<file path="config.mk">
export PLATFORM = sky130hd
export DESIGN_NAME = mctg_cell
export DESIGN_NICKNAME = d
export VERILOG_FILES = /design/src/rtl/mctg_pkg.sv /design/src/rtl/mctg_cell.sv
export SDC_FILE = /design/constraint.sdc
export NUM_CORES = 1
export LEC_CHECK = 0
export BUFFER_PORTS_ARGS = -buffer_cell sky130_fd_sc_hd__buf_2
export CAP_MARGIN = 10
export CORE_MARGIN = 5
export CORE_UTILIZATION = 54
export DETAILED_ROUTE_END_ITERATION = 8
export GPL_TIMING_DRIVEN = 0
export PLACE_DENSITY = 0.82
export SYNTH_ARGS = -nofsm -noshare
export SYNTH_HDL_FRONTEND = slang
export SYNTH_SLANG_ARGS = --single-unit
</file>
<file path="constraint.sdc">
create_clock -name i_clk -period 3.7 [get_ports i_clk]
set_clock_uncertainty 0.05 [all_clocks]
set_input_delay 0.74 -clock i_clk [delete_from_list [all_inputs] [get_ports i_clk]]
set_output_delay 0.74 -clock i_clk [all_outputs]
set_load 0.01 [all_outputs]
</file>
<file path="src/rtl/mctg_pkg.sv">
// ============================================================================
// mctg_pkg
// Shared types, constants and tables of the multichannel chirp tone generator.
// ============================================================================
`default_nettype none

package mctg_pkg;

    // Default values of the top-level parameters.
    localparam int DEF_N_CHANNELS    = 8;
    localparam int DEF_PHASE_BITS    = 32;
    localparam int DEF_CORDIC_STAGES = 16;

    // The arctangent table holds this many entries.
    localparam int ATAN_ENTRIES = 24;

    // Register indexes of the configuration port.
    localparam logic [2:0] CFG_MODE         = 3'd0;
    localparam logic [2:0] CFG_PERIOD       = 3'd1;
    localparam logic [2:0] CFG_PULSE_START  = 3'd2;
    localparam logic [2:0] CFG_PULSE_WIDTH  = 3'd3;
    localparam logic [2:0] CFG_FREQ_WORD    = 3'd4;
    localparam logic [2:0] CFG_CHIRP_STEP   = 3'd5;
    localparam logic [2:0] CFG_AMPLITUDE    = 3'd6;
    localparam logic [2:0] CFG_CHAN_WORD    = 3'd7;

    // Waveform codes. Code 3 is unused and behaves as constant phase.
    localparam logic [1:0] MODE_LFM   = 2'd0;
    localparam logic [1:0] MODE_TONE  = 2'd1;
    localparam logic [1:0] MODE_CONST = 2'd2;

    // CORDIC gain compensation, 2^30 / 1.6467...
    localparam logic [29:0] K_Q30 = 30'd652032874;

    // Width of the CORDIC datapath words.
    localparam int CW = 32;

    // Information that travels with each item through the CORDIC chain.
    typedef struct packed {
        logic        valid;
        logic        active;
        logic [1:0]  quad;
        logic [15:0] sample;
        logic [5:0]  channel;
        logic        last;
    } t_meta;

    // Arctangent of 2^-i in units of 2^-32 of a full turn.
    function automatic logic [31:0] atan_turn(input int idx);
        logic [31:0] v;
        case (idx)
            0:  v = 32'd536870912;
            1:  v = 32'd316933406;
            2:  v = 32'd167458907;
            3:  v = 32'd85004756;
            4:  v = 32'd42667331;
            5:  v = 32'd21354465;
            6:  v = 32'd10679838;
            7:  v = 32'd5340245;
            8:  v = 32'd2670163;
            9:  v = 32'd1335087;
            10: v = 32'd667544;
            11: v = 32'd333772;
            12: v = 32'd166886;
            13: v = 32'd83443;
            14: v = 32'd41722;
            15: v = 32'd20861;
            16: v = 32'd10430;
            17: v = 32'd5215;
            18: v = 32'd2608;
            19: v = 32'd1304;
            20: v = 32'd652;
            21: v = 32'd326;
            22: v = 32'd163;
            23: v = 32'd81;
            default: v = 32'd0;
        endcase
        return v;
    endfunction

endpackage

`default_nettype wire

</file>
<file path="src/rtl/mctg_cell.sv">
// ============================================================================
// mctg_cell
// One CORDIC rotation cell: rotates (x, y) by the table angle of its stage
// toward a zero residual angle and hands the result to the next cell.
// ============================================================================
`default_nettype none

module mctg_cell #(
    parameter int STAGE = 0
) (
    input  wire                          i_clk,
    input  wire                          i_rst_n,
    input  wire                          i_en,
    input  wire  signed [mctg_pkg::CW-1:0] i_x,
    input  wire  signed [mctg_pkg::CW-1:0] i_y,
    input  wire  signed [mctg_pkg::CW-1:0] i_z,
    input  mctg_pkg::t_meta              i_meta,
    output logic signed [mctg_pkg::CW-1:0] o_x,
    output logic signed [mctg_pkg::CW-1:0] o_y,
    output logic signed [mctg_pkg::CW-1:0] o_z,
    output mctg_pkg::t_meta              o_meta
);
    import mctg_pkg::*;

    logic signed [CW-1:0] dx;
    logic signed [CW-1:0] dy;
    logic signed [CW-1:0] at;
    logic signed [CW-1:0] n_x;
    logic signed [CW-1:0] n_y;
    logic signed [CW-1:0] n_z;

    assign dx = i_y >>> STAGE;
    assign dy = i_x >>> STAGE;
    assign at = signed'(atan_turn(STAGE));

    // A zero residual angle counts as positive.
    always_comb begin
        if (!i_z[CW-1]) begin
            n_x = i_x - dx;
            n_y = i_y + dy;
            n_z = i_z - at;
        end else begin
            n_x = i_x + dx;
            n_y = i_y - dy;
            n_z = i_z + at;
        end
    end

    always_ff @(posedge i_clk) begin
        if (!i_rst_n) begin
            o_meta.valid <= 1'b0;
        end else if (i_en) begin
            o_meta.valid <= i_meta.valid;
        end
    end

    always_ff @(posedge i_clk) begin
        if (i_en) begin
            o_x           <= n_x;
            o_y           <= n_y;
            o_z           <= n_z;
            o_meta.active <= i_meta.active;
            o_meta.quad   <= i_meta.quad;
            o_meta.sample <= i_meta.sample;
            o_meta.channel <= i_meta.channel;
            o_meta.last   <= i_meta.last;
        end
    end

endmodule

`default_nettype wire

</file>
# [After elaboration in Yosys (flattened, before gate mapping)]
# Cells that the tools add are included.
[totals] inputBits=126 regBits=123
[classes] n_addsub=5 mux=3
[op_table] cell="$mux 32" n=3
[op_table] cell="$sub 32x32->32" n=2
[op_table] cell="$add 32x31->32 const B" n=1
[op_table] cell="$add 32x32->32" n=1
[op_table] cell="$sub 32x31->32 const B" n=1

# [Depth between registers and ports, before layout]
[logic_depth] depth_word=2 mapped_depth=12 mapped_depth_nobuf=11

# [Worst setup path before layout]
# OpenSTA, ideal clock, no wires.
[synth_timing] kind="input to register" startpoint="input i_x[0] in the netlist's numbering" endpoint="register o_y[30] in the netlist's numbering (data pin)" setup_time_ns=0.264 path_buffers=0 t_arrival_ns=3.026 slack_ns=0.361 path_stages=11 required_ns=3.386 cell_sequence="ha_1 > fa_1 > nor2b_1 > o311ai_2 > a211oi_2 > a21oi_2 > nor2_1 > a211o_1 > a2111oi_2 > o311ai_1 > xnor2_1"
[synth_between] elab_chain_cells=2 word_cells_on_any_way=3 cone_classes="add/sub (2); mux (1)"
[synth_lines] item="from (decl)" line_no="mctg_cell.sv:14" source="input wire signed [mctg_pkg::CW-1:0] i_x,"
[synth_lines] item="$add 32x32->32 or $sub 32x32->32 (tied branches)" line_no="mctg_cell.sv:40, mctg_cell.sv:44"
[synth_lines] item="$mux 32 (*)" line_no="mctg_cell.sv:38" source="if (!i_z[CW-1]) begin"
[synth_lines] item="via n_y[30]" line_no="mctg_cell.sv:29" source="logic signed [CW-1:0] n_y;"
[synth_lines] item="to (signal assigned)" line_no="mctg_cell.sv:60" source="o_y <= n_y;"
[synth_lines] item="to (decl)" line_no="mctg_cell.sv:19" source="output logic signed [mctg_pkg::CW-1:0] o_y,"
# Mark *: on every way through the listed nets, which the timed path passes. The rest lies on a longest branch.
# A chain may end at the register's enable or synchronous reset.

# [Final worst setup path]
# Ends and elaborated chain as after synthesis.

==> metrics <==
Cell Area, Placed=10800 µm²; Final HPWL DP=25200 µm; Post-CTS Resized=0; number of synthesized flops with an enable pin=121; M1 WL=12600 µm; flop-to-flop setup slack=3.05 ns; CORE AREA=16700 µm²; critical path arrival=3.74 ns; Syn Inst Count=971; number of port buffers=247; Final nets=1469; I/O pin total=249; Die Span X=141 µm; crit end category=register; ANT nets after route=0; reg2reg start=o_meta[26]; Yosys top cell by area=edfxtp_1; ys async rst share=0; Multi-input gate area=5070 µm²; Fillers=1305; Slew @ Worst Pin=0.854 ns; Synth top area share=0.392; top_reg_cell synth=edfxtp_1; endpoints failing hold=0; Static Leakage=5.12 nW; Seq cells post-synth=122; die area=19900 µm²; CTS clk-pin slew, worst paths=0.06 ns; pwr/cell area=431 nW/µm²; initial antenna violation count=0; Via Count=8799; Sequential Area=3650 µm²; CTS tree=done; Mapped Area=9260 µm²; initial detailed-routing violation count=990; most frequent cells in the layout=254 x buf_2, 122 x a21oi_1, 121 x edfxtp_1; unrepaired setup endpoints after global routing=no; largest net degree at the start of global routing=65; Max VDD drop=0.000315 V; GRT Residual Overflow=0; Finish-stage setup viols=0; global-route total usage across every layer=0.311; initial core utilization=0.555; row cnt=47; Avg Inst Size Synth=9.54 µm²; Max Cap Viol=0; fin crit share=0.988; Critical Path Fanout Max=4; # Post-CTS Setup Buffers=0; Max Slew Vio Count=0; routed len/inst=21.8 µm; area grow syn2layout=23.1%; Sw Share=0.330; met3 WL=3800 µm; vias in the first global route=8395; sequential share of the synthesized area=0.394; CTS Root Buffer Type=clkbuf_16; relative slew slack=0.431; cts bufs inserted=17; layout cell share with drive strength beyond 1=0.265; Post-CTS Hold Fix Bufs=0; gpl congestion=1.05; syn nets=1202; Crit Path Class=primary input to register; worst hold path depth=1; via/cell ratio=5.98; combinational share of power=0.307; worst path required time=3.78 ns; total power=4.92 mW; first-pass detailed-route iteration total=6; Worst path max stage delay=0.42 ns; worst hold endpoint=o_z[26]; Hold Crit Class=primary input to register; YS warnings=0; synth top area cells=edfxtp_1 39%, ha_1 14%, a21oi_1 6.6%; status=finished clean; DR top layer=met4; sw power=1.62 mW; Cell variety after synth=72; P_int=3.29 mW; CP cell instances=buf_2, ha_1, fa_1, nor2b_1, o311ai_4, a211oi_2, a21oi_2, nor2_1, a211o_1, a2111oi_2, o311ai_1, xnor2_1; min Tclk post-route=3.66 ns; Fmax=273 MHz; startpoint class of the critical path=primary input; first-pass GRT wire length=48000 µm; length of routed met2 wiring=14700 µm; setup TNS=0 ns; DRC=0; fin area=11400 µm²; clock power share=0.327; hold path start=i_z[26]; wirelength, routed=32000 µm; chip height=141 µm; number of diodes=0; worst reg-to-reg path cell count=2; clk sinks=122; R2R Path End=o_meta[26]; H-tree depth=4; slowest CP cell=fa_1; worst skew pair latency=0.41 ns; most common cell after layout, fill and taps aside=buf_2; Flop pwr share=0.366; CTS max path bufs=2
sequential cells by signal, summed over array words and instances, names as in the netlist:
name	cells
o_x	31
o_meta	27
o_y	32
o_z	32
worst max-delay path by stage:
stage / start / end
finish: i_x[0] / o_y[30]
floorplan: i_x[0] / o_y[30]
CTS: i_x[0] / o_y[30]
detailed placement: i_x[0] / o_y[30]
global placement: i_x[0] / o_y[30]
global route: i_x[0] / o_y[30]
synthesized netlist by cell type (all sizes together) (19+ instances only):
library cell  number
a21o              23
xnor2             57
nand2             40
nor3              21
edfxtp           121
o21ai             59
buf               19
inv               95
clkbuf            23
nor2              88
ha               102
a21oi            124
power groups by stage:
stage	logic (mW)	clock network, mW	registers, mW
CTS	1.47	1.62	1.80
global route	1.61	1.69	1.81
finish	1.51	1.61	1.80
detailed placement	1.45	0	1.82
global placement	1.44	0	1.82
floorplan	0.764	0	1.92
logic make-up (layout without fill, tap and decap cells):
family | after synthesis | in the layout | synth area share
AO/OA/AOI/OAI | 312 | 312 | 0.218
AND/OR/NAND/NOR | 217 | 217 | 0.110
buffers and inverters | 140 | 420 | 0.0603
flip-flops | 122 | 122 | 0.394
adder cells (fa/ha/maj) | 105 | 105 | 0.144
XOR/XNOR | 62 | 62 | 0.0586
multiplexers | 13 | 13 | 0.0143
critical path, delay by kind of cell:
| kind | cells | cell delay (ns) |
|---|---|---|
| compound gates | 6 | 1.66 |
| xor+xnor | 1 | 0.20 |
| fa+ha+maj | 2 | 0.65 |
| buf+inv | 1 | 0.13 |
| simple gates | 2 | 0.35 |
area by class of cell:
| class | count | area share |
|---|---|---|
| inverter | 98 | 0.0323 |
| timing repair buffer | 248 | 0.111 |
| multi-input combinational | 709 | 0.445 |
| buffer | 42 | 0.0167 |
| clock buffer | 18 | 0.0376 |
| sequential | 122 | 0.320 |
| tap | 220 | 0.0241 |
| clock inverter | 14 | 0.0128 |
layer usage:
| layer | GRT usage | vias to the layer above |
|---|---|---|
| li1 | - | 4031 |
| met1 | 0.419 | 4071 |
| met2 | 0.504 | 620 |
| met3 | 0.0715 | 77 |
| met4 | 0.0918 | 0 |
| met5 | 0 | - |
stage by stage:
| step | setup WS [ns] | instances | util | hold WS, ns |
|---|---|---|---|---|
| 2_1_floorplan | 0.361 | 971 | - | 0.488 |
| 3_3_place_gp | -0.266 | 1438 | 0.645 | 0.451 |
| 3_5_place_dp | -0.337 | 1439 | 0.647 | 0.463 |
| 4_1_cts | 0.0672 | 1471 | 0.681 | 0.441 |
| 5_1_grt | 0.0233 | 1471 | 0.683 | 0.434 |
| 6_report | 0.0435 | 1471 | 0.683 | 0.449 |
Power figures use the tool's default switching activity.
