[src/rtl/mctg_pkg.sv]
// ============================================================================
// mctg_pkg
// Shared types, constants and tables of the multichannel chirp tone generator.
// ============================================================================
`default_nettype none

package mctg_pkg;

    // Default values of the top-level parameters.
    localparam int DEF_N_CHANNELS    = 8;
    localparam int DEF_PHASE_BITS    = 32;
    localparam int DEF_CORDIC_STAGES = 16;

    // The arctangent table holds this many entries.
    localparam int ATAN_ENTRIES = 24;

    // Register indexes of the configuration port.
    localparam logic [2:0] CFG_MODE         = 3'd0;
    localparam logic [2:0] CFG_PERIOD       = 3'd1;
    localparam logic [2:0] CFG_PULSE_START  = 3'd2;
    localparam logic [2:0] CFG_PULSE_WIDTH  = 3'd3;
    localparam logic [2:0] CFG_FREQ_WORD    = 3'd4;
    localparam logic [2:0] CFG_CHIRP_STEP   = 3'd5;
    localparam logic [2:0] CFG_AMPLITUDE    = 3'd6;
    localparam logic [2:0] CFG_CHAN_WORD    = 3'd7;

    // Waveform codes. Code 3 is unused and behaves as constant phase.
    localparam logic [1:0] MODE_LFM   = 2'd0;
    localparam logic [1:0] MODE_TONE  = 2'd1;
    localparam logic [1:0] MODE_CONST = 2'd2;

    // CORDIC gain compensation, 2^30 / 1.6467...
    localparam logic [29:0] K_Q30 = 30'd652032874;

    // Width of the CORDIC datapath words.
    localparam int CW = 32;

    // Information that travels with each item through the CORDIC chain.
    typedef struct packed {
        logic        valid;
        logic        active;
        logic [1:0]  quad;
        logic [15:0] sample;
        logic [5:0]  channel;
        logic        last;
    } t_meta;

    // Arctangent of 2^-i in units of 2^-32 of a full turn.
    function automatic logic [31:0] atan_turn(input int idx);
        logic [31:0] v;
        case (idx)
            0:  v = 32'd536870912;
            1:  v = 32'd316933406;
            2:  v = 32'd167458907;
            3:  v = 32'd85004756;
            4:  v = 32'd42667331;
            5:  v = 32'd21354465;
            6:  v = 32'd10679838;
            7:  v = 32'd5340245;
            8:  v = 32'd2670163;
            9:  v = 32'd1335087;
            10: v = 32'd667544;
            11: v = 32'd333772;
            12: v = 32'd166886;
            13: v = 32'd83443;
            14: v = 32'd41722;
            15: v = 32'd20861;
            16: v = 32'd10430;
            17: v = 32'd5215;
            18: v = 32'd2608;
            19: v = 32'd1304;
            20: v = 32'd652;
            21: v = 32'd326;
            22: v = 32'd163;
            23: v = 32'd81;
            default: v = 32'd0;
        endcase
        return v;
    endfunction

endpackage

`default_nettype wire

[src/rtl/mctg_post.sv]
// ============================================================================
// mctg_post
// Output stage: applies the quadrant, rounds and saturates to 16 bits (zero for an
// inactive item), and holds the finished item in the output register until it is taken.
// ============================================================================
`default_nettype none

module mctg_post (
    input  wire                          i_clk,
    input  wire                          i_rst_n,
    input  wire                          i_en,
    input  wire  signed [mctg_pkg::CW-1:0] i_x,
    input  wire  signed [mctg_pkg::CW-1:0] i_y,
    input  mctg_pkg::t_meta              i_meta,
    output logic                         o_valid,
    output logic signed [15:0]           o_i_value,
    output logic signed [15:0]           o_q_value,
    output logic [15:0]                  o_sample,
    output logic [5:0]                   o_channel,
    output logic                         o_last
);
    import mctg_pkg::*;

    logic signed [CW-1:0] c_val;
    logic signed [CW-1:0] s_val;
    logic signed [15:0]   n_i;
    logic signed [15:0]   n_q;

    function automatic logic signed [15:0] round_sat(input logic signed [CW-1:0] v);
        logic signed [CW:0] t;
        logic signed [CW:0] r;
        logic signed [15:0] o;
        t = (CW+1)'(v) + $signed((CW+1)'(32768));
        r = t >>> 16;
        if (r < $signed(-(CW+1)'(32768))) begin
            o = 16'sh8000;
        end else if (r > $signed((CW+1)'(32767))) begin
            o = 16'sh7FFF;
        end else begin
            o = r[15:0];
        end
        return o;
    endfunction

    always_comb begin
        case (i_meta.quad)
            2'd0: begin
                c_val = i_x;
                s_val = i_y;
            end
            2'd1: begin
                c_val = -i_y;
                s_val = i_x;
            end
            2'd2: begin
                c_val = -i_x;
                s_val = -i_y;
            end
            default: begin
                c_val = i_y;
                s_val = -i_x;
            end
        endcase
        if (i_meta.active) begin
            n_i = round_sat(c_val);
            n_q = round_sat(s_val);
        end else begin
            n_i = 16'sd0;
            n_q = 16'sd0;
        end
    end

    always_ff @(posedge i_clk) begin
        if (!i_rst_n) begin
            o_valid <= 1'b0;
        end else if (i_en) begin
            o_valid <= i_meta.valid;
        end
    end

    always_ff @(posedge i_clk) begin
        if (i_en) begin
            o_i_value <= n_i;
            o_q_value <= n_q;
            o_sample  <= i_meta.sample;
            o_channel <= i_meta.channel;
            o_last    <= i_meta.last;
        end
    end

endmodule

`default_nettype wire

[config.mk]
export PLATFORM = sky130hd
export DESIGN_NAME = mctg_post
export DESIGN_NICKNAME = d
export VERILOG_FILES = /design/src/rtl/mctg_pkg.sv /design/src/rtl/mctg_post.sv
export SDC_FILE = /design/constraint.sdc
export NUM_CORES = 1
export LEC_CHECK = 0
export BUFFER_PORTS_ARGS = -buffer_cell sky130_fd_sc_hd__buf_2
export CORE_UTILIZATION = 57
export DETAILED_ROUTE_END_ITERATION = 7
export PLACE_DENSITY = 0.92
export SLEW_MARGIN = 20
export SYNTH_ARGS = -nofsm -noshare
export SYNTH_HDL_FRONTEND = slang
export SYNTH_SLANG_ARGS = --single-unit
[constraint.sdc]
create_clock -name i_clk -period 10.15 [get_ports i_clk]
set_clock_uncertainty 0.2 [all_clocks]
set_input_delay 0 -clock i_clk [delete_from_list [all_inputs] [get_ports i_clk]]
set_output_delay 0 -clock i_clk [all_outputs]
set_load 0.01 [all_outputs]
Yosys cells after proc, flatten, opt, wreduce, memory -nomap -nowiden
Index checks and enable logic that the tools add are counted.
W data, S select, Z words.
{"block": "op_classes", "n_addsub": 4, "order_cmp": 4, "n_eq_ne": 2, "n_mux": 6, "bitwise_logic": 1, "n_reduce_logical": 3}
{"cell": "$pmux W32 S3", "n": 2}
{"cell": "$add A32 B17 Y33 const B", "n": 2}
{"cell": "$mux W16", "n": 4}
{"cell": "$neg A32 Y32", "n": 2}
{"cell": "$gt A17 B16 Y1 const B", "n": 2}
{"cell": "$lt A17 B16 Y1 const B", "n": 2}
{"cell": "$reduce_or A2 Y1", "n": 2}
{"cell": "$eq A2 B1 Y1 const B", "n": 1}
{"cell": "$eq A2 B2 Y1 const B", "n": 1}
{"cell": "$logic_not A2 Y1", "n": 1}
{"cell": "$not A1 Y1", "n": 1}
{"block": "word_totals", "regBits": 56, "out_inout_bits": 56, "wordCells": 28}

Depth between registers and ports, before layout
Gate-level depths: netlist (run 1).
{"block": "logic_depth", "depth_word": 6, "ltp_mapped": 14, "mapped_depth_nobuf": 12}

Least setup slack after synthesis (run 1)
No wires, ideal clock.
{"block": "synth_timing", "path_kind": "input to register", "start": "input port i_y[14] in the netlist's numbering", "end": "register o_i_value[11] (data pin)", "arrival_time_ps": 2772, "slack_ps": 6920, "stages": 14, "path_buffers": 2, "path_cell_list": "nor4_1 > nand3_2 > buf_6 > o211ai_1 > a21oi_1 > a221o_1 > inv_1 > ha_1 > inv_1 > nor3_1 > nand4b_1 > o21ai_2 > buf_4 > a21oi_2"}
{"block": "synth_via", "elab_chain_len": 5}
{"item": "start: declaration", "line_no": "mctg_post.sv:13", "rtl": "input wire signed [mctg_pkg::CW-1:0] i_y,"}
{"item": "$neg A32 Y32", "line_no": "mctg_post.sv:52", "rtl": "c_val = -i_y;"}
{"item": "$pmux W32 S3 *", "line_no": "mctg_post.sv:46", "rtl": "case (i_meta.quad)"}
{"item": "$add A32 B17 Y33 *", "line_no": "mctg_post.sv:33", "rtl": "t = (CW+1)'(v) + $signed((CW+1)'(32768));"}
{"item": "$gt A17 B16 Y1 / $lt A17 B16 Y1 (equally long branches)", "line_no": "mctg_post.sv:37, mctg_post.sv:35"}
{"item": "$mux W16 / $reduce_or A2 Y1 (equally long branches)"}
{"item": "end signal: assignment", "line_no": "mctg_post.sv:83", "rtl": "o_i_value <= n_i;"}
{"item": "end: declaration", "line_no": "mctg_post.sv:16", "rtl": "output logic signed [15:0] o_i_value,"}
Mark *: on every way between the ends. The rest lies on a longest branch, timed or not.
A chain may end at the register's enable or synchronous reset.

Worst setup path in the final report (run 1)
{"block": "layout_timing", "start": "input port i_meta[24] in the netlist's numbering", "end": "register o_i_value[2] (data pin)"}
{"block": "layout_via", "elab_chain_len": 5}
{"item": "start: declaration", "line_no": "mctg_post.sv:14", "rtl": "input mctg_pkg::t_meta i_meta,"}
{"item": "$eq A2 B2 Y1, or another cell as far along", "line_no": "mctg_post.sv:46"}
{"item": "$pmux W32 S3 *", "line_no": "mctg_post.sv:46"}
{"item": "$add A32 B17 Y33 *", "line_no": "mctg_post.sv:33"}
{"item": "$gt A17 B16 Y1 / $lt A17 B16 Y1 (equally long branches)", "line_no": "mctg_post.sv:37, mctg_post.sv:35"}
{"item": "$mux W16 / $reduce_or A2 Y1 (equally long branches)"}
Marked as above.

==> results of run 1 <==
-- cells in the final DEF, fill, tap and decap left out, types with 6 or more instances in the layout --
cell type      Yosys  layout
buf_2              5     149
edfxtp_1          55      55
nor2_1            34      34
xnor2_1           28      28
dlygate4sd3_1      0      26
a21oi_1           25      25
o21ai_0           25      25
nand2_1           23      23
a21oi_2           22      22
mux2i_1           20      20
nor3_1            19      19
nand3_1           18      18
xor2_1            17      17
nor4_1            11      11
inv_1             11      11
nand4_1           10      10
nor2b_1            9       9
o41ai_1            8       8
o31ai_1            8       8
o211ai_1           7       7
or3_1              7       7
and2_1             7       7
a31oi_1            6       6
-- routing by layer --
layer | vias to the layer above | routed length, um | track usage [%]
met5 | - | 0 | 0
met3 | 53 | 1602 | 5.366
met2 | 347 | 7187 | 57.23
met4 | 0 | 519 | 15.64
met1 | 2254 | 5433 | 40.34
li1 | 2262 | - | -
-- sequential cells by signal, indices dropped and copies added, names as in the netlist --
signal	flops
o_last	1
o_valid	1
o_sample	16
o_q_value	16
o_channel	6
o_i_value	16
-- through the flow --
stage / setup slack (ps) / power (mW) / util, % / hold WS [ps]
final: 5700 / 0.6162 / 70.88 / 144.8
after global routing: 5335 / 0.6374 / 70.88 / 186.8
after CTS: 5822 / 0.6050 / 70.88 / 158.6
after detailed placement: 5495 / 0.4778 / 66.59 / -20.27
after global placement: 5713 / 0.4678 / 66.59 / -22.68
after floorplan: 6920 / 0.4058 / - / -101.1
-- cell families after synthesis --
group	after synthesis	share of synthesized area (%)
DFF	56	35.00
adders and majority gates	2	0.5239
and+or+nand+nor	177	21.74
buffers and inverters	49	5.869
xor gates and xnor gates	45	8.253
muxes	22	4.716
AOI/OAI and AO/OA	153	23.89
-- final timing paths --
| kind | start | end |
|---|---|---|
| hold / removal | i_en | o_sample[15]$_DFFE_PP_ |
| setup reg to reg | o_valid$_SDFFE_PN0P_ | o_valid$_SDFFE_PN0P_ |
| setup / recovery | i_meta[24] | o_i_value[2]$_SDFFCE_PP0P_ |
| hold reg to reg | o_valid$_SDFFE_PN0P_ | o_valid$_SDFFE_PN0P_ |
-- cells in the mapped netlist, types with 6 or more instances --
cell | n | share of area, %
nand2_1 | 23 | 1.8
nor4_1 | 11 | 1.4
buf_6 | 9 | 2.1
or3_1 | 7 | 0.92
nor3_1 | 19 | 2.0
nand4_1 | 10 | 1.3
clkbuf_1 | 16 | 1.3
o21ai_0 | 25 | 2.6
mux2i_1 | 20 | 4.2
a21oi_2 | 22 | 4.0
xnor2_1 | 28 | 5.1
o41ai_1 | 8 | 1.5
edfxtp_1 | 55 | 35
o211ai_1 | 7 | 1.1
inv_1 | 11 | 0.86
o31ai_1 | 8 | 1.3
and2_1 | 7 | 0.92
xor2_1 | 17 | 3.1
a21oi_1 | 25 | 2.6
nor2b_1 | 9 | 1.2
nand3_1 | 18 | 1.9
nor2_1 | 34 | 2.7
a31oi_1 | 6 | 0.79
-- cell type report --
type | count | area, um2
clock buffers | 5 | 68.82
clock inverters | 3 | 21.27
fillers | 570 | 2381
inverters | 13 | 48.80
multi-input cells | 399 | 2824
flip-flops and latches | 56 | 1672
well taps | 105 | 131.4
repair buffers | 178 | 1028
-- report_power, final --
group / switching, mW / internal (mW)
clock: 0.0785 / 0.0492
sequential: 0.00640 / 0.279
combinational: 0.123 / 0.0810
-- critical path, stage by stage --
cell	delay [ps]
buf_2	620
clkinv_1	870
o211ai_1	330
a21oi_1	100
a221o_1	320
inv_1	90
ha_1	150
inv_1	80
nor3_1	680
nand4b_1	220
o21ai_2	700
a21oi_1	110
==> results.toml, run 1 <==
[outcome]
status = "finished, final reports clean"

[grt]
antenna_found_initial = 0
gr-total-overflow = 0
grt_max_degree = 62
grt_first_pass_wirelength_um = 22590
grtUsageTotal_pct = 33.19
first_global_vias = 4515

[clock_network]
numCtsBuffers = 5
cts_tree = "done"
cts_resized = 0
cts_sinks = 56
cts.reportedPaths.clkPinSlew_ps = 110
clock_latency_ps = 320
post_cts_buffers = 0
ctsHtreeMaxLevel = 2
ctsHoldBuffers = 26
ctsLongestPathBuffers = 2
clock_tree.root_cell = "clkbuf_8"

[drt]
avgRoutedWirePerCell_um = 19.42
drtIter0Drc = 583
routed_wl_um = 14740
post_drt_via_cell_ratio = 6.477
drt_pass1_iterations = 6
vias = 4916
drcViolationCount = 0
ant_nets = 0

[setup_path]
start_kind = "input port"
endpoint_kind = "register"
criticalPathCategory = "in2reg"
cp.arrival_ps = 4300
cp_max_fo = 46
cp.required_ps = 10000
reg2regPathDepth = 3
rrSetupSlack_ps = 8760

[min_path]
worstHoldPathCells = 2
min_path_type = "in2reg"

[placement]
place_area_um2 = 5444
place.gp.congestion = 0.9751
dp_hpwl_um = 10300
port_buffers = 149
place_inst = 725

[yosys]
ys_types = 76
syn_inst = 504
syn_nets = 600
synth-seq-cells = 56
syn_area_um2 = 4776
synthFlopType = "edfxtp_1"
yosysSeqAreaShare_pct = 35.00
synthArstFlopShare_pct = 0
synth_edf_count = 55
syn_area_per_cell_um2 = 9.476
synth-warning-count = 0

[floorplanning]
start_util_pct = 58.42
die_w_um = 93.54
die_area_um2 = 8749
rows = 33
die_h_um = 93.54
coreArea_um2 = 8175
io_pins = 150

[sta]
rsz0062_at_grt = "no"
layout_min_cycle_time_ps = 4450
hold_violations = 0
finalCritPeriodShare_pct = 43.85
tightest_slew_ps = 939.9
relSlewSlack_pct = 36.97
setup_tns_ps = 0
final_max_slew_viol_count = 0
setup_viol = 0
fmax_mhz = 224.7

[finish]
syn2layout_area_growth_pct = 21.33
nNetsFinal = 749
finalInstanceArea_um2 = 5794
diodes = 0
drive_gt1_share_pct = 31.80
instances_no_fill = 759

[pwr]
leakage_nw = 2.182
ir_worst_vdd_v = 0.00007299
power_per_cell_area_nw_per_um2 = 106.3

[run]
maxCapViolations = 0
(Power assumes the default switching activity.)
==> run 2, diff against run 1 <==
- CORE_UTILIZATION: 57 -> 47
- PLACE_DENSITY: 0.92 -> 0.81
- clock period: 10.15 -> 3.7 ns (I/O delays scaled with it)
==> results.toml, run 2 (synthesized netlist as in run 1, its figures left out) <==
[outcome]
status = "finished, final reports clean"

[grt]
antenna_found_initial = 0
gr-total-overflow = 0
grt_first_pass_wirelength_um = 20080
first_global_vias = 4270
grtUsageTotal_pct = 24.29
grt_max_degree = 61

[floorplanning]
start_util_pct = 48.64
rows = 36
die_w_um = 102.8
die_area_um2 = 10570
coreArea_um2 = 9819
die_h_um = 102.8
io_pins = 150

[finish]
drive_gt1_share_pct = 33.73
nNetsFinal = 768
final_common_cell = "buf_2"
final_util_pct = 60.96
syn2layout_area_growth_pct = 25.33
reg_top3 = "o_i_value (16), o_q_value (16), o_sample (16)"
diodes = 0
final_cell_mix = "buf_2, edfxtp_1, nor2_1"

[drt]
ant_nets = 0
drt_pass1_iterations = 5
drtIter0Drc = 249
vias = 4736
drcViolationCount = 0
post_drt_via_cell_ratio = 5.876
routed_wl_um = 13210
avgRoutedWirePerCell_um = 16.38

[sta]
relSlewSlack_pct = 37.08
hold_violations = 0
setup_ws_ps = 331.5
setup_tns_ps = 0
layout_min_cycle_time_ps = 3368
finalCritPeriodShare_pct = 91.04
tightest_slew_ps = 931.9
rsz0062_at_grt = "no"
final_max_slew_viol_count = 0
fmax_mhz = 296.9
setup_viol = 0

[clock_network]
cts_tree = "done"
ctsHtreeMaxLevel = 2
cts.reportedPaths.clkPinSlew_ps = 90
cts_sinks = 56
clock_latency_ps = 300
numCtsBuffers = 5
clock_tree.root_cell = "clkbuf_8"
ctsLongestPathBuffers = 2

[setup_path]
criticalPathCategory = "in2reg"
r2r-end = "o_valid$_SDFFE_PN0P_"
critPathMaxStageDelay_ps = 570
cp.required_ps = 3650
cp.arrival_ps = 3320
endpoint_kind = "register"
cpMaxStageDelayCell = "or4_4"
cp_max_fo = 13
start_kind = "input port"
cpMostUsedCell = "or4_4"
rrSetupSlack_ps = 2360
r2r-start = "o_valid$_SDFFE_PN0P_"
crit_chain = "buf_2 > or4_4 > or3_1 > or4_4 > o31ai_4 > xor2_1 > mux2i_1 > nor3b_1 > o2111ai_4 > a21oi_1"
reg2regPathDepth = 3

[pwr]
leakage_nw = 2.282
power_mw = 1.655
ir_worst_vdd_v = 0.0001944
power_per_cell_area_nw_per_um2 = 276.5

[min_path]
min_path_type = "in2reg"
worstHoldPathCells = 1
hold_path_startpoint = "i_en"
min_to = "o_channel[2]$_DFFE_PP_"

[placement]
pre_cts_slack_ps = 77.98
place.gp.congestion = 1.005
port_buffers = 149
dp_hpwl_um = 9997

[run]
maxCapViolations = 0
-- run 2: cell types whose count changed in the layout (fill, tap and decap cells not counted) --
| cell | previous run | this run |
|---|---|---|
| buf_4 | 3 | 21 |
| buf_12 | 0 | 1 |
| clkinv_4 | 0 | 1 |
| clkinvlp_4 | 1 | 0 |
-- run 2: how the worst max path moves through the flow --
stage	start	to	cells past startpoint
2_1_floorplan	i_y[14]	o_i_value[11]$_SDFFCE_PP0P_	14
3_3_place_gp	i_y[14]	o_i_value[12]$_SDFFCE_PP0P_	11
3_5_place_dp	i_y[14]	o_q_value[14]$_SDFFCE_PP0P_	10
4_1_cts	i_x[24]	o_q_value[0]$_SDFFCE_PP0P_	10
5_1_grt	i_x[7]	o_q_value[0]$_SDFFCE_PP0P_	11
6_report	i_x[24]	o_q_value[0]$_SDFFCE_PP0P_	10
-- run 2: repair_timing --
| item | CTS | global route |
|---|---|---|
| hold buffers | 26 | 0 |
| endpoints found under the hold margin | 27 | 0 |
| gates resized for setup | 0 | 0 |
| setup buffers | 0 | 0 |
-- run 2: cell type report --
cell class / instances / area, um2
fill: 837 / 3834
sequential: 56 / 1672
clock buffer: 5 / 68.82
tap: 133 / 166.4
timing repair buffer: 197 / 1184
inverter: 13 / 48.80
clock inverter: 3 / 22.52
multi-input combinational: 399 / 2824
-- run 2: where the power goes --
group / switching (mW) / internal, mW / leakage [nW] / total [mW]
sequential: 0.0142 / 0.764 / 0.542 / 0.778
clock: 0.190 / 0.136 / 0.0485 / 0.325
combinational: 0.319 / 0.232 / 1.69 / 0.552
total: 0.523 / 1.13 / 2.28 / 1.65
-- run 2: stage by stage --
step / hold slack (ps) / cell area [um2] / cells
global placement: -23.71 / 5634 / 772
CTS: 30.95 / 5986 / 806
finish: 39.45 / 5986 / 806
floorplan: -101.1 / 4776 / 504
global route: 57.67 / 5986 / 806
detailed placement: -21.49 / 5634 / 772
-- run 2: worst max-delay path: cells and delay by family --
family	cells	cell delay (ps)
XOR/XNOR	1	120
AO/OA/AOI/OAI	3	820
buffers and inverters	1	140
multiplexers	1	360
AND/OR/NAND/NOR	4	1860
-- run 2: per-layer routing --
layer	global-route usage [%]	vias to the layer above	wire length, um	part of all wire, %
met4	9.859	0	419	3.2
met1	29.39	2170	5421	41
met2	43.13	241	6206	47
li1	-	2289	-	-
met5	0	-	0	0
met3	3.661	36	1158	8.8
==> run 3, diff against run 2 <==
- GPL_TIMING_DRIVEN: unset -> 0
==> results.toml, run 3 (synthesized netlist as in run 1, its figures left out) <==
[setup_path]
cpMaxStageDelayCell = "nor3_2"
cp.arrival_ps = 3380
cpMostUsedCell = "inv_1"
endpoint_kind = "register"
cp_max_fo = 10
criticalPathCategory = "in2reg"
critPathMaxStageDelay_ps = 490
cp.required_ps = 3580
start_kind = "input port"
crit_chain = "buf_2 > nor4_1 > nand3_2 > buf_6 > o211ai_1 > a21oi_1 > a221o_1 > inv_1 > ha_1 > inv_1 > nor3_2 > nand4b_1 > o21ai_2 > buf_4 > a21oi_2"

[drt]
post_drt_via_cell_ratio = 6.077
vias = 4941
routed_wl_um = 15500
avgRoutedWirePerCell_um = 19.07
drt_pass1_iterations = 7
drcViolationCount = 0
ant_nets = 0
drtIter0Drc = 291

[finish]
diodes = 0
final_common_cell = "buf_2"
reg_top3 = "o_i_value (16), o_q_value (16), o_sample (16)"
final_cell_mix = "buf_2, edfxtp_1, nor2_1"
nNetsFinal = 775
drive_gt1_share_pct = 32.65
syn2layout_area_growth_pct = 26.43

[floorplanning]
die_w_um = 102.8
rows = 36
die_h_um = 102.8
coreArea_um2 = 9819
io_pins = 150
start_util_pct = 48.64
die_area_um2 = 10570

[clock_network]
cts_tree = "done"
ctsHtreeMaxLevel = 2
post_cts_buffers = 0
ctsLongestPathBuffers = 2
cts_sinks = 56
numCtsBuffers = 5
clock_tree.root_cell = "clkbuf_8"
cts.reportedPaths.clkPinSlew_ps = 100
clock_latency_ps = 320

[pwr]
ir_worst_vdd_v = 0.0001866
power_per_cell_area_nw_per_um2 = 282.7
leakage_nw = 2.276

[placement]
port_buffers = 142
place.gp.congestion = 0.9145
pre_cts_slack_ps = -259.3
dp_hpwl_um = 11330

[sta]
finalCritPeriodShare_pct = 94.62
rsz0062_at_grt = "no"
tightest_slew_ps = 870.0
hold_violations = 0
final_max_slew_viol_count = 0
fmax_mhz = 285.6
setup_ws_ps = 199.0
relSlewSlack_pct = 41.39
setup_tns_ps = 0
layout_min_cycle_time_ps = 3501
setup_viol = 0

[grt]
grt_first_pass_wirelength_um = 23450
grtUsageTotal_pct = 29.39
gr-total-overflow = 0
grt_max_degree = 57
antenna_found_initial = 0
first_global_vias = 4724

[outcome]
status = "finished, final reports clean"

[run]
maxCapViolations = 0

[min_path]
min_path_type = "in2reg"
run 3: cell types whose count changed in the layout (fill, tap and decap cells not counted), moves of 2 or more:
cell / previous run / this run
clkbuf_4: 0 / 2
buf_6: 0 / 9
clkbuf_1: 0 / 16
buf_2: 149 / 146
buf_4: 21 / 5
run 3: layout make-up:
cell class	instances	area, um2
clock inverters	2	18.77
flip-flops and latches	56	1672
plain buffers	36	231.5
repair buffers	168	973.4
inverters	13	48.80
clock buffers	6	82.58
multi-input cells	399	2845
fillers	830	3781
well taps	133	166.4
run 3: timing repair:
action | CTS | global route
hold buffers | 26 | 0
endpoints found under the setup margin | 0 | 21
gates resized for setup | 0 | 3
endpoints found under the hold margin | 31 | 0
run 3: worst paths after layout:
path                                endpoint  cells past startpoint  slack, ps                 start
setup / recovery  o_i_value[7]$_SDFFCE_PP0P_                     15        200               i_y[14]
hold / removal         o_sample[6]$_DFFE_PP_                      1         60                  i_en
setup reg to reg        o_valid$_SDFFE_PN0P_                      3       2300  o_valid$_SDFFE_PN0P_
hold reg to reg         o_valid$_SDFFE_PN0P_                      3        940  o_valid$_SDFFE_PN0P_
run 3: power breakdown:
group | total [mW] | leakage, nW | switching (mW) | internal (mW)
combinational | 0.571 | 1.68 | 0.339 | 0.232
clock | 0.355 | 0.0493 | 0.198 | 0.157
sequential | 0.781 | 0.542 | 0.0168 | 0.764
run 3: per-stage QoR:
stage                     hold slack (ps)  cell area (um2)  cells  utilization (%)  total power [mW]
final                               55.87             6038    813            61.49             1.707
after global placement             -23.63             5653    779            57.57             1.306
after floorplan                    -101.1             4776    504                -             1.113
after global routing                83.46             6038    813            61.49             1.790
after CTS                           183.0             6015    813            61.25             1.691
after detailed placement           -21.61             5653    779            57.57             1.324
run 3: routing by layer:
layer,part of all wire (%),vias up,GRT usage (%)
met5,0,-,0
met4,3.4,0,14.52
met3,7.2,42,3.254
met2,49,244,52.41
met1,40,2344,35.13
li1,-,2311,-
run 3: critical path, delay by kind of cell:
| kind | cells | cell delay (ps) |
|---|---|---|
| compound gates | 5 | 940 |
| simple gates | 4 | 1490 |
| fa+ha+maj | 1 | 140 |
| buf+inv | 5 | 810 |
